### config.mk
export PLATFORM = sky130hd
export DESIGN_NAME = top_k_descending_sort_unit
export DESIGN_NICKNAME = d
export VERILOG_FILES = /design/src/hdl/tks_pkg.sv /design/src/hdl/top_k_descending_sort_unit.sv /design/src/hdl/tks_cell.sv
export VERILOG_INCLUDE_DIRS = /design/src /design/src/hdl
export SDC_FILE = /design/constraint.sdc
export NUM_CORES = 1
export LEC_CHECK = 0
export BUFFER_PORTS_ARGS = -buffer_cell sky130_fd_sc_hd__buf_4
export CORE_ASPECT_RATIO = 1.5
export CORE_MARGIN = 8
export CORE_UTILIZATION = 68
export DETAILED_ROUTE_END_ITERATION = 16
export PLACE_DENSITY = 0.87
export SLEW_MARGIN = 0
export SYNTH_ARGS = -nofsm -noshare
export SYNTH_HDL_FRONTEND = slang
export SYNTH_SLANG_ARGS = --single-unit
### constraint.sdc
create_clock -name clock -period 11.2 [get_ports clock]
set_clock_uncertainty 0.1 [all_clocks]
set_input_delay 0.56 -clock clock [delete_from_list [all_inputs] [get_ports clock]]
set_output_delay 0.56 -clock clock [all_outputs]
set_load 0.02 [all_outputs]
### src/hdl/assert_macros.svh
// Assertion macros shared by the RTL of the top-k sort unit.
// No dependencies; included by files that carry concurrent checks.
`ifndef ASSERT_MACROS_SVH
`define ASSERT_MACROS_SVH
`ifndef SYNTHESIS
// Implication checked on every rising edge outside reset.
`define TKS_ASSERT(lbl, clk, rst, prop) \
   lbl: assert property (@(posedge clk) disable iff (rst) (prop)) \
      else $error("top-k sort check failed");
// Condition that must never be true outside reset.
`define TKS_NEVER(lbl, clk, rst, cond) \
   lbl: assert property (@(posedge clk) disable iff (rst) !(cond)) \
      else $error("top-k sort forbidden condition");
`else
`define TKS_ASSERT(lbl, clk, rst, prop)
`define TKS_NEVER(lbl, clk, rst, cond)
`endif
`endif

### src/hdl/tks_pkg.sv
// Package of the top-k sort unit: widths, payload structs, state enum.
// No dependencies; used by tks_cell and top_k_descending_sort_unit.
package tks_pkg;

   localparam int ScoreW = 14;
   localparam int TagW   = 6;
   localparam int RankW  = 4;
   localparam int TopKDefault = 10;

   typedef struct packed {
      logic [ScoreW-1:0] score;
      logic [TagW-1:0]   tag;
      logic              batch_end;
   } req_type;

   typedef struct packed {
      logic [RankW-1:0]  rank;
      logic [TagW-1:0]   out_tag;
      logic [ScoreW-1:0] out_score;
      logic              run_last;
   } rsp_type;

   // one kept entry as held by a cell
   typedef struct packed {
      logic              valid;
      logic [ScoreW-1:0] score;
      logic [TagW-1:0]   tag;
   } entry_type;

   // operation broadcast to every cell
   typedef struct packed {
      logic load;   // insert the broadcast request
      logic shift;  // move every entry one place toward rank 0
   } ctrl_type;

   typedef enum logic {
      ST_LOAD,
      ST_DRAIN
   } state_type;

endpackage

### src/hdl/top_k_descending_sort_unit.sv
// Top level of the top-k sort unit: chain of tks_cell plus load/drain control.
// Depends on tks_pkg, tks_cell and assert_macros.svh.
//
// Usage:
//   Requests (score, tag, batch_end) enter on req_valid/req_ready. Each
//   accepted request is inserted into a row of TOP_K cells kept sorted by
//   descending score; equal scores keep their load order and the lowest
//   entry drops out when the row is full.
//   A request with batch_end set is inserted, and then the row drains: one
//   result per cycle on rsp_valid/rsp_ready while rsp_ready is high, rank 0
//   first, run_last on the final one. The first result is valid the cycle
//   after the batch_end request is accepted.
//   Throughput: one request per cycle while loading. Draining delivers each
//   kept entry (at most TOP_K) in turn, the row shifting one place toward
//   rank 0 per delivered result; req_ready is low during the drain.
//   A stalled receiver holds the row and the current result unchanged.
//   Reset clears all cell valid bits and returns to loading; the row is
//   empty again after every drain.
`include "assert_macros.svh"

module top_k_descending_sort_unit #(
   parameter int TOP_K = tks_pkg::TopKDefault
) (
   input  logic             clock,
   input  logic             reset,
   input  logic             req_valid,
   output logic             req_ready,
   input  tks_pkg::req_type req_data,
   output logic             rsp_valid,
   input  logic             rsp_ready,
   output tks_pkg::rsp_type rsp_data
);

   tks_pkg::state_type state_ff, state_in;
   logic [tks_pkg::RankW-1:0] rank_ff, rank_in;
   tks_pkg::ctrl_type ctrl;
   tks_pkg::entry_type entries [TOP_K];
   logic [TOP_K-1:0] ins_vec;
   logic [TOP_K-1:0] valid_vec;
   logic rsp_take, run_last;
   tks_pkg::entry_type empty_entry, new_entry;

   assign rsp_take    = rsp_valid && rsp_ready;
   assign empty_entry = '{valid: 1'b0, score: '0, tag: '0};
   assign new_entry   = '{valid: 1'b1, score: req_data.score, tag: req_data.tag};

   // cell row
   for (genvar i = 0; i < TOP_K; i++) begin : g_cell
      tks_pkg::entry_type prev_e, next_e;
      logic prev_i;
      if (i == 0) begin : g_first
         assign prev_e = new_entry;
         assign prev_i = 1'b0;
      end else begin : g_mid
         assign prev_e = entries[i-1];
         assign prev_i = ins_vec[i-1];
      end
      if (i == TOP_K-1) begin : g_last
         assign next_e = empty_entry;
      end else begin : g_nxt
         assign next_e = entries[i+1];
      end
      tks_cell u_cell (
         .clock      (clock),
         .reset      (reset),
         .ctrl       (ctrl),
         .new_score  (req_data.score),
         .new_tag    (req_data.tag),
         .prev_entry (prev_e),
         .prev_ins   (prev_i),
         .next_entry (next_e),
         .ins        (ins_vec[i]),
         .entry      (entries[i])
      );
      assign valid_vec[i] = entries[i].valid;
   end

   // final result when the entry behind rank 0 is empty
   if (TOP_K == 1) begin : g_one
      assign run_last = 1'b1;
   end else begin : g_many
      assign run_last = !entries[1].valid;
   end

   // outputs straight from the head cell and the rank register
   assign rsp_data = '{rank: rank_ff, out_tag: entries[0].tag,
                       out_score: entries[0].score, run_last: run_last};

   // next state and control; ready is constant within each state
   always_comb begin
      state_in   = state_ff;
      rank_in    = rank_ff;
      req_ready  = 1'b0;
      rsp_valid  = 1'b0;
      ctrl.load  = 1'b0;
      ctrl.shift = 1'b0;
      case (state_ff)
         tks_pkg::ST_LOAD: begin
            req_ready = 1'b1;
            ctrl.load = req_valid;
            if (req_valid && req_data.batch_end) begin
               state_in = tks_pkg::ST_DRAIN;
               rank_in  = '0;
            end
         end
         tks_pkg::ST_DRAIN: begin
            rsp_valid  = 1'b1;
            ctrl.shift = rsp_ready;
            if (rsp_ready) begin
               rank_in = rank_ff + tks_pkg::RankW'(1);
               if (run_last) begin
                  state_in = tks_pkg::ST_LOAD;
               end
            end
         end
         default: begin
            state_in = tks_pkg::ST_LOAD;
         end
      endcase
   end

   always_ff @(posedge clock) begin
      if (reset) begin
         state_ff <= tks_pkg::ST_LOAD;
         rank_ff  <= '0;
      end else begin
         state_ff <= state_in;
         rank_ff  <= rank_in;
      end
   end

   // checks
   `TKS_ASSERT(a_head_valid, clock, reset, rsp_valid |-> entries[0].valid)
   `TKS_ASSERT(a_prefix, clock, reset, (valid_vec & (valid_vec + TOP_K'(1))) == '0)
   `TKS_ASSERT(a_rank_step, clock, reset, (rsp_take && !run_last) |=> (rsp_valid && (rsp_data.rank == $past(rank_ff) + tks_pkg::RankW'(1))))
   `TKS_NEVER(a_no_overlap, clock, reset, req_ready && rsp_valid)

endmodule

### src/hdl/tks_cell.sv
// One cell of the insertion chain: holds one kept entry of the sorted list.
// Depends on tks_pkg.
module tks_cell (
   input  logic                     clock,
   input  logic                     reset,
   input  tks_pkg::ctrl_type        ctrl,
   input  logic [tks_pkg::ScoreW-1:0] new_score,
   input  logic [tks_pkg::TagW-1:0] new_tag,
   input  tks_pkg::entry_type       prev_entry,
   input  logic                     prev_ins,
   input  tks_pkg::entry_type       next_entry,
   output logic                     ins,
   output tks_pkg::entry_type       entry
);

   logic                       valid_ff, valid_in;
   logic [tks_pkg::ScoreW-1:0] score_ff, score_in;
   logic [tks_pkg::TagW-1:0]   tag_ff, tag_in;

   // new request ranks ahead of this entry; equal scores stay ahead
   assign ins = !valid_ff || (new_score > score_ff);

   assign entry = '{valid: valid_ff, score: score_ff, tag: tag_ff};

   // next entry: take the neighbor's, the new request, or hold
   always_comb begin
      valid_in = valid_ff;
      score_in = score_ff;
      tag_in   = tag_ff;
      if (ctrl.shift) begin
         valid_in = next_entry.valid;
         score_in = next_entry.score;
         tag_in   = next_entry.tag;
      end else if (ctrl.load && ins) begin
         if (prev_ins) begin
            valid_in = prev_entry.valid;
            score_in = prev_entry.score;
            tag_in   = prev_entry.tag;
         end else begin
            valid_in = 1'b1;
            score_in = new_score;
            tag_in   = new_tag;
         end
      end
   end

   always_ff @(posedge clock) begin
      if (reset) begin
         valid_ff <= 1'b0;
      end else begin
         valid_ff <= valid_in;
      end
   end

   // payload needs no reset
   always_ff @(posedge clock) begin
      score_ff <= score_in;
      tag_ff   <= tag_in;
   end

endmodule
# [Word-level counts from Yosys, hierarchy flattened]
# Cells that the tools add are included.
[classes] n_addsub=1 magnitude_cmp=10 eq_ne=2 mux=92 n_bitwise=1 reduce_logical=42
[op_table] cell="14-bit 2-to-1 mux" count=27
[op_table] cell="6-bit 2-to-1 mux" count=27
[op_table] cell="14-bit greater-than comparator" count=10
[op_table] cell="1-bit 2-to-1 mux" count=34
[op_table] cell="2-bit nonzero test" count=9
[op_table] cell="1-bit logical AND" count=11
[op_table] cell="1-bit logical NOT" count=10
[op_table] cell="1-bit logical OR" count=10
[op_table] cell="4-bit 2-to-1 mux" count=2
[op_table] cell="4-bit case mux with 2 select lines" count=1
[op_table] cell="4-bit by 1-bit adder with 4-bit output, second input constant" count=1
[op_table] cell="2-bit != test, second input constant" count=2
[op_table] cell="1-bit case mux with 2 select lines" count=1
[op_table] cell="2-bit AND reduction" count=1
[op_table] cell="2-bit OR reduction" count=1
[op_table] cell="1-bit NOT" count=1
[totals] regBits=215 input_bits=25 out_inout_bits=27 wordCells=180

# [Depth between registers and ports, before layout]
# Gate-level depths: netlist (run 1).
[logic_depth] depth_word=5 ltp_mapped=10 mapped_depth_nobuf=8

# [By module]
# From an unflattened synthesis (run 1), not the netlist that was laid out.
[hier_totals] hier_cells=1561 area_unflattened_um2=15105.7
[modules_own_cells] module="tks_cell at g_cell[0].u_cell ..." instances=9 cells_each=153 area_each_um2=1482.7 seq_area_each_um2=620.6
[modules_own_cells] module="tks_cell at g_cell[9].u_cell" instances=1 cells_each=153 area_each_um2=1507.7 seq_area_each_um2=620.6
[modules_own_cells] module="top_k_descending_sort_unit" instances=1 cells_each=31 area_each_um2=254.0 seq_area_each_um2=100.1

# [Worst setup path before layout (run 1)]
# No wires, ideal clock.
[synth_timing] path_type="input port to flip-flop" start="input port req_data[7] in the netlist's numbering" end="register g_cell[0].u_cell.score_ff[0] in the netlist's numbering, enable pin" setup_ps=428 arrival_time_ps=3504 required_ps=10672 path_slack_ps=7168 stages=9 n_path_buf=2 path_cell_list="clkbuf_1 inv_1 ha_1 nand2b_1 a21oi_1 a211oi_1 o211a_1 buf_2 o31ai_1"
[synth_between] elab_chain_len=4
[synth_rtl] element="start: declaration" line="top_k_descending_sort_unit.sv:28" source="input tks_pkg::req_type req_data,"
[synth_rtl] element="14-bit greater-than comparator" line="tks_cell.sv:21" source="assign ins = !valid_ff || (new_score > score_ff);"
[synth_rtl] element="1-bit logical OR" line="tks_cell.sv:21"
[synth_rtl] element="1-bit logical AND" line="tks_cell.sv:34" source="end else if (ctrl.load && ins) begin"
[synth_rtl] element="2-bit nonzero test (no line)"
[synth_rtl] element="end signal: assignment" line="tks_cell.sv:57" source="score_ff <= score_in;"
[synth_rtl] element="end: declaration" line="tks_cell.sv:17" source="logic [tks_pkg::ScoreW-1:0] score_ff, score_in;"
# Every way passes these cells.
# A chain may end at the register's enable or synchronous reset.

# [Final worst setup path (run 1)]
[layout_timing] start="register g_cell[2].u_cell.score_ff[10] in the netlist's numbering" end="register g_cell[2].u_cell.score_ff[2] in the netlist's numbering, enable pin"
[layout_between] elab_chain_len=4
[layout_rtl] element="start: declaration" line="tks_cell.sv:17"
[layout_rtl] element="start signal: assignment" line="tks_cell.sv:57"
[layout_rtl] element="14-bit greater-than comparator" line="tks_cell.sv:21"
[layout_rtl] element="1-bit logical OR" line="tks_cell.sv:21"
[layout_rtl] element="1-bit logical AND" line="tks_cell.sv:34"
[layout_rtl] element="2-bit nonzero test (no line)"
# Every way passes these cells.

==> reports/qor.yml, run 1 <==
dp_hpwl_mm: 27.8
cts_resized: 0
slew_violations: 0
post-route-period-util: 0.381
totalWireLength_mm: 38.8
dpl_cell_area_um2: 14800
drive_above_1_share: 0.0884
post-route-min-period_ns: 4.26
h-tree-depth: 1
core_um2: 20900
cp_max_fo: 22
fin_setup_tns_ns: 0
ioPinCount: 52
synth_ff_type: "edfxtp_1"
worst-path-stages: 8
groute.usage.overall: 0.293
antenna_found_initial: 0
whs_path_depth: 2
die_h_um: 194
setup.worst_path.start_class: "flop"
postCtsSetupBuffers: 0
die_w_um: 135
grt_pass1_wl_mm: 62.6
slew_headroom: 0.197
crit_path_end_kind: "flop"
cts_hold_buffers: 0
dieArea_um2: 26100
max_freq_mhz: 234
n_antenna_cell: 0
power_density_nw_per_um2: 167
critPathTopFamily: "compound AO/OA/AOI/OAI gates"
drt_iter0_drc: 1586
pre_cts_slack_ns: 6.61
clock-root-buffer: "clkbuf_16"
cap_violations: 0
required_ns: 11.23
area_delta_synth_final_pct: 7.92
first_pass_iters: 6
placedCellCount: 1756
setup_ws_ns: 6.94
status: "completed"
min_path_type: "input pin to flop"
cts_buffers: 22
cp_cell_sequence: "inv_1 > ha_1 > nand4_1 > nor3_1 > inv_1 > o21ai_2 > a21bo_1 > a21o_1"
synthArstFlopShare: 0
critical_path_class: "flop to flop"
synth.distinct_cells: 54
path_common_cell: "inv_1"
synth_nets: 1699
p_leak_nw: 6.45
grt_max_degree: 109
initial_core_util: 0.686
place_congestion: 0.942
fin_area_um2: 15500
vias: 12500
finalSetupViolCount: 0
layout.nets: 1678
synth.avg_cell_area_um2: 9.35
clkLatencyLatePin_ns: 0.51
gr-total-overflow: 0
rsz0062_at_grt: "false"
cts_tree: "yes"
fp-row-count: 65
drc: 0
vias_per_cell: 6.98
final_cell_mix: "edfxtp_1, inv_1, o21ai_0, ha_1, a21oi_1"
fin_cells: 1795
syn-cell-area_um2: 14300
whs_ns: 0.207
cts_sinks: 215
cp_num_buf_inv: 2
ir_drop_mv: 0.120
arrival_ns: 4.29
grt_pass1_vias: 12400
final_antenna_net_count: 0
critPathSlowestCell: "a21bo_1"
clkTransAtPathRegs_ns: 0.06
synth_edf_count: 180
final_common_cell: "edfxtp_1"
ys_seq_elements: 215
finalHoldViolCount: 0
wl_per_cell_um: 21.6
worstMarginPinSlew_ns: 1.20
ys_seq_area_frac: 0.426
synth_cells: 1533
slowest_delay_ns: 0.89
clockBufferDepth: 3
io_buffers: 51
ys_warn_count: 0
reg2regPathDepth: 8
through the flow:
step / total power (W) / utilization
2_1_floorplan: 0.00163 / -
3_3_place_gp: 0.00180 / 0.707
3_5_place_dp: 0.00184 / 0.707
4_1_cts: 0.00256 / 0.740
5_1_grt: 0.00270 / 0.740
6_report: 0.00258 / 0.740
per-layer routing:
metal  vias up  wire length, um  track usage
met5         -                0            0
met4         0             2360        0.184
met3       172             2830       0.0348
met2       746            19200        0.498
met1      5869            14400        0.342
li1       5738                -            -
path summary, 6_finish.rpt:
check                                          start                                      to  slack (ns)
max          g_cell[2].u_cell.score_ff[10]$_DFFE_PP_  g_cell[2].u_cell.score_ff[2]$_DFFE_PP_        6.94
min                                      req_data[0]                 rank_ff[2]$_SDFFE_PP0P_        0.21
max reg2reg  g_cell[2].u_cell.score_ff[10]$_DFFE_PP_  g_cell[2].u_cell.score_ff[2]$_DFFE_PP_        6.94
min reg2reg                  rank_ff[1]$_SDFFE_PP0P_                 rank_ff[1]$_SDFFE_PP0P_        0.42
worst register-to-register path, stage by stage, from the launching register on:
cell	delay [ns]
edfxtp_1	0.36
inv_1	0.10
ha_1	0.31
nand4_1	0.16
nor3_1	0.28
inv_1	0.09
o21ai_2	0.74
a21bo_1	0.89
a21o_1	0.86
cell usage after synthesis (4+ instances only):
| cell type | count | area, um2 |
|---|---|---|
| a211o_1 | 5 | 43.8 |
| a211oi_1 | 28 | 210 |
| a211oi_2 | 20 | 250 |
| a21o_1 | 22 | 165 |
| a21oi_1 | 113 | 566 |
| a22oi_1 | 65 | 488 |
| a31oi_1 | 100 | 626 |
| and4_1 | 5 | 43.8 |
| buf_1 | 4 | 15.0 |
| buf_2 | 17 | 85.1 |
| buf_6 | 4 | 45.0 |
| clkbuf_1 | 77 | 289 |
| clkbuf_2 | 8 | 40.0 |
| dfxtp_1 | 35 | 701 |
| edfxtp_1 | 180 | 5410 |
| ha_1 | 141 | 1760 |
| inv_1 | 159 | 597 |
| mux2i_1 | 22 | 220 |
| nand2_1 | 79 | 297 |
| nand2b_1 | 6 | 37.5 |
| nand3_1 | 57 | 285 |
| nand4_1 | 26 | 163 |
| nor2_1 | 103 | 387 |
| nor2b_1 | 6 | 37.5 |
| nor3_1 | 5 | 25.0 |
| nor4_1 | 5 | 31.3 |
| o211ai_1 | 16 | 120 |
| o21ai_0 | 146 | 731 |
| o221ai_1 | 30 | 263 |
| o22ai_1 | 4 | 25.0 |
| o31a_1 | 7 | 61.3 |
logic make-up (layout without fill, tap and decap cells):
group,after synthesis,in the layout,synth area share
AOI/OAI and AO/OA,583,583,0.265
and+or+nand+nor,299,299,0.0942
buffers and inverters,271,265,0.0757
DFF,215,215,0.426
adders and majority gates,141,141,0.123
muxes,22,22,0.0154
xor gates and xnor gates,2,2,0.00122
layout make-up:
type / count / area [um2]
clock inverters: 5 / 53.8
inverters: 159 / 597
clock buffers: 34 / 637
well taps: 268 / 335
multi-input cells: 1047 / 7240
flip-flops and latches: 215 / 6110
fillers: 1423 / 5430
repair buffers: 67 / 503
state kept, by name (all words and copies together), names as in the netlist:
name / cells
rank_ff: 4
g_cell.u_cell.score_ff: 140
g_cell.u_cell.valid_ff: 10
state_ff: 1
g_cell.u_cell.tag_ff: 60
where the power goes:
| group | internal (W) | leakage (nW) | switching, W |
|---|---|---|---|
| registers | 0.00106 | 2.04 | 0.0000815 |
| clock network | 0.000414 | 0.330 | 0.000311 |
| logic | 0.000271 | 4.09 | 0.000442 |
Note: power is estimated with default switching activity, not from simulation.
==> inputs of run 2 (changes only) <==
--- a/config.mk
+++ b/config.mk
@@ -6,12 +6,13 @@
 export SDC_FILE = /design/constraint.sdc
 export NUM_CORES = 1
 export LEC_CHECK = 0
+export ABC_AREA = 1
 export BUFFER_PORTS_ARGS = -buffer_cell sky130_fd_sc_hd__buf_4
 export CORE_ASPECT_RATIO = 1.5
 export CORE_MARGIN = 8
-export CORE_UTILIZATION = 68
+export CORE_UTILIZATION = 57
 export DETAILED_ROUTE_END_ITERATION = 16
-export PLACE_DENSITY = 0.87
+export PLACE_DENSITY = 0.78
 export SLEW_MARGIN = 0
 export SYNTH_ARGS = -nofsm -noshare
 export SYNTH_HDL_FRONTEND = slang
==> constraint.sdc (replaced) <==
create_clock -name clock -period 3.5 [get_ports clock]
set_clock_uncertainty 0.1 [all_clocks]
set_input_delay 0.175 -clock clock [delete_from_list [all_inputs] [get_ports clock]]
set_output_delay 0.175 -clock clock [all_outputs]
set_load 0.02 [all_outputs]
==> reports/qor.yml, run 2 <==
status: "completed"  # unchanged
die_h_um: 213  # was 194 um
antenna_found_initial: 1  # was 0
io_buffers: 51  # unchanged
cp_max_fo: 20  # was 22
fin_setup_tns_ns: 0  # unchanged
totalWireLength_mm: 36.9  # was 38.8 mm
min_to: "g_cell[0].u_cell.score_ff[2]$_DFFE_PP_"  # was rank_ff[2]$_SDFFE_PP0P_
post-route-min-period_ns: 2.91
ioPinCount: 52  # unchanged
min-delay-start: "req_data[9]"  # was req_data[0]
synth_ff_type: "edfxtp_1"  # unchanged
synth_most_common_cell: "nand2_1"  # was edfxtp_1
area_delta_synth_final_pct: 10.9  # was 7.92%
multiInputGateArea_um2: 7120  # was 7240 um2
critical_path_class: "input pin to flop"  # was flop to flop
r2r_end: "g_cell[6].u_cell.tag_ff[1]$_DFFE_PP_"  # was g_cell[2].u_cell.score_ff[2]$_DFFE_PP_
ys_warn_count: 0  # unchanged
synth_cells: 1996  # was 1533
fp-row-count: 72  # was 65
groute.usage.overall: 0.233  # was 0.293
dieArea_um2: 31500  # was 26100 um2
drc: 0  # unchanged
arrival_ns: 3.04  # was 4.29 ns
layout.nets: 2195  # was 1678
h-tree-depth: 1  # unchanged
first_pass_iters: 5  # was 6
wl_per_cell_um: 15.5  # was 21.6 um
synth_edf_count: 180  # unchanged
synth_top_area_frac: 0.366  # was 0.377
initial_core_util: 0.576  # was 0.686
syn-cell-area_um2: 14800  # was 14300 um2
dp_hpwl_mm: 27.6  # was 27.8 mm
ys_seq_elements: 215  # unchanged
fin_cells: 2379  # was 1795
ir_drop_mv: 0.313  # was 0.120 mV
core_um2: 25700  # was 20900 um2
cts_buffers: 22  # unchanged
required_ns: 3.63  # was 11.23 ns
drive_above_1_share: 0.0601  # was 0.0884
cap_violations: 0  # unchanged
synth.distinct_cells: 26  # was 54
synth_top_cells_by_count: "nand2_1, inv_1, nand3_1"  # was edfxtp_1, inv_1, o21ai_0
cts_sinks: 215  # unchanged
p_leak_nw: 8.51  # was 6.45 nW
die_w_um: 148  # was 135 um
grt_max_degree: 193  # was 109
cts_tree: "yes"  # unchanged
reg2regPathDepth: 13  # was 8
finalSetupViolCount: 0  # unchanged
synthArstFlopShare: 0  # unchanged
whs_path_depth: 3  # was 2
ys_seq_area_frac: 0.413  # was 0.426
post-route-period-util: 0.832
grt_pass1_wl_mm: 60.4  # was 62.6 mm
drt_iter0_drc: 1062  # was 1586
place_congestion: 0.858  # was 0.942
final_cell_mix: "nand2_1, inv_1, nand3_1, edfxtp_1, o21ai_0"  # was edfxtp_1, inv_1, o21ai_0, ha_1, a21oi_1
fillers: 2205  # was 1423
vias: 12900  # was 12500
power_density_nw_per_um2: 547  # was 167 nW/um2
dpl_cell_area_um2: 15400  # was 14800 um2
final_antenna_net_count: 0  # unchanged
slew_headroom: 0.488  # was 0.197
largestRegisters: "g_cell.u_cell.score_ff x140, g_cell.u_cell.tag_ff x60, g_cell.u_cell.valid_ff x10"  # unchanged
slew_violations: 0  # unchanged
final_common_cell: "nand2_1"  # was edfxtp_1
gr-total-overflow: 0  # unchanged
regToRegStartpoint: "g_cell[5].u_cell.score_ff[13]$_DFFE_PP_"  # was g_cell[2].u_cell.score_ff[10]$_DFFE_PP_
placedCellCount: 2318  # was 1756
min_path_type: "input pin to flop"  # unchanged
worstMarginPinSlew_ns: 0.767  # was 1.20 ns
finalHoldViolCount: 0  # unchanged
synth.avg_cell_area_um2: 7.41  # was 9.35 um2
clkLatencyLatePin_ns: 0.52  # was 0.51 ns
synth_nets: 2162  # was 1699
setup.worst_path.start_class: "input pin"  # was flop
crit_path_end_kind: "flop"  # unchanged
seqCellArea_um2: 6110  # unchanged
clock-root-buffer: "clkbuf_16"  # unchanged
clockBufferDepth: 3  # unchanged
clkTransAtPathRegs_ns: 0.07  # was 0.06 ns
regToRegSetupSlack_ns: 0.65  # was 6.94 ns
synth_area_leader_cell: "edfxtp_1"  # unchanged
rsz0062_at_grt: "false"  # unchanged
max_flop_register: "g_cell.u_cell.score_ff"  # unchanged
vias_per_cell: 5.43  # was 6.98
max_freq_mhz: 343
fin_area_um2: 16400  # was 15500 um2
largest_reg_flops: 140  # unchanged
yosys-top-cells-area: "edfxtp_1, nand2_1, ha_1"  # was edfxtp_1, ha_1, o21ai_0
grt_pass1_vias: 12700  # was 12400
==> run 2: changes by cell type after synthesis, sizes merged, moves of 22 or more <==
cell and change:
nand2 +589, nand3 +181, inv +141, a31oi -100, a22oi -65, a21oi -56
a211oi -48, clkbuf -41, o221ai -30, nor2 -25, o21ai +24, buf +23
a21o -22, mux2i -22
==> run 2: worst max path at each step <==
stage	from	end	cells after the start
6_report	req_data[20]	g_cell[6].u_cell.tag_ff[1]$_DFFE_PP_	14
5_1_grt	req_data[20]	g_cell[3].u_cell.tag_ff[2]$_DFFE_PP_	14
4_1_cts	req_data[20]	g_cell[3].u_cell.tag_ff[0]$_DFFE_PP_	14
3_5_place_dp	req_data[20]	g_cell[3].u_cell.score_ff[3]$_DFFE_PP_	13
3_3_place_gp	req_data[20]	g_cell[6].u_cell.tag_ff[0]$_DFFE_PP_	13
2_1_floorplan	g_cell[0].u_cell.score_ff[5]$_DFFE_PP_	g_cell[0].u_cell.score_ff[0]$_DFFE_PP_	13
==> run 2: power breakdown <==
part           internal (W)  total, W  leakage, nW  switching [W]
logic               0.00101   0.00290         6.10        0.00189
registers           0.00344   0.00360         2.03       0.000159
clock network       0.00146   0.00248        0.376        0.00102
==> run 2: final cells by class <==
cell class                      count  area share
Clock inverter                     11     0.00649
Clock buffer                       29      0.0397
Sequential cell                   215       0.372
Inverter                          301      0.0689
Antenna cell                        1    0.000153
Timing Repair Buffer              103      0.0525
Multi-Input combinational cell   1386       0.434
Tap cell                          333      0.0254
==> run 2: repair_timing <==
item	in CTS	in global routing
gates resized for setup	0	0
setup endpoints to repair	0	0
hold buffers	20	0
buffers inserted	0	0
endpoints found under the hold margin	41	0
==> run 2: per-stage QoR <==
stage,hold slack (ns),setup slack (ns),power [W],utilization
after floorplan,0.257,0.939,0.00569,-
after detailed placement,0.386,0.642,0.00648,0.601
final,0.0164,0.587,0.00897,0.639
after global routing,0.0301,0.365,0.00957,0.639
after CTS,0.00261,0.602,0.00899,0.638
after global placement,0.382,0.774,0.00634,0.601
==> run 2: cell families after synthesis <==
family / after synthesis / synth area share
DFF: 215 / 0.413
AOI/OAI and AO/OA: 241 / 0.0831
adders and majority gates: 141 / 0.119
and+or+nand+nor: 1003 / 0.278
xor gates and xnor gates: 1 / 0.000592
buffers and inverters: 395 / 0.106
==> run 2: per-layer routing <==
layer	part of all wire	vias up	track usage	routed length, um
li1	-	6546	-	-
met1	0.40	5883	0.271	14900
met2	0.51	390	0.428	18900
met3	0.052	91	0.0252	1930
met4	0.031	0	0.0970	1130
met5	0	-	0	0
==> run 2: critical path, stage by stage <==
cell           delay [ns]
dlygate4sd3_1        0.55
buf_4                0.20
ha_1                 0.32
nand2_1              0.07
nor2_1               0.18
nand2_1              0.08
nor2_1               0.16
nand4_1              0.10
nand2_1              0.08
nand2_1              0.19
inv_1                0.58
nand2_1              0.14
nand3_1              0.10
o21ai_0              0.10
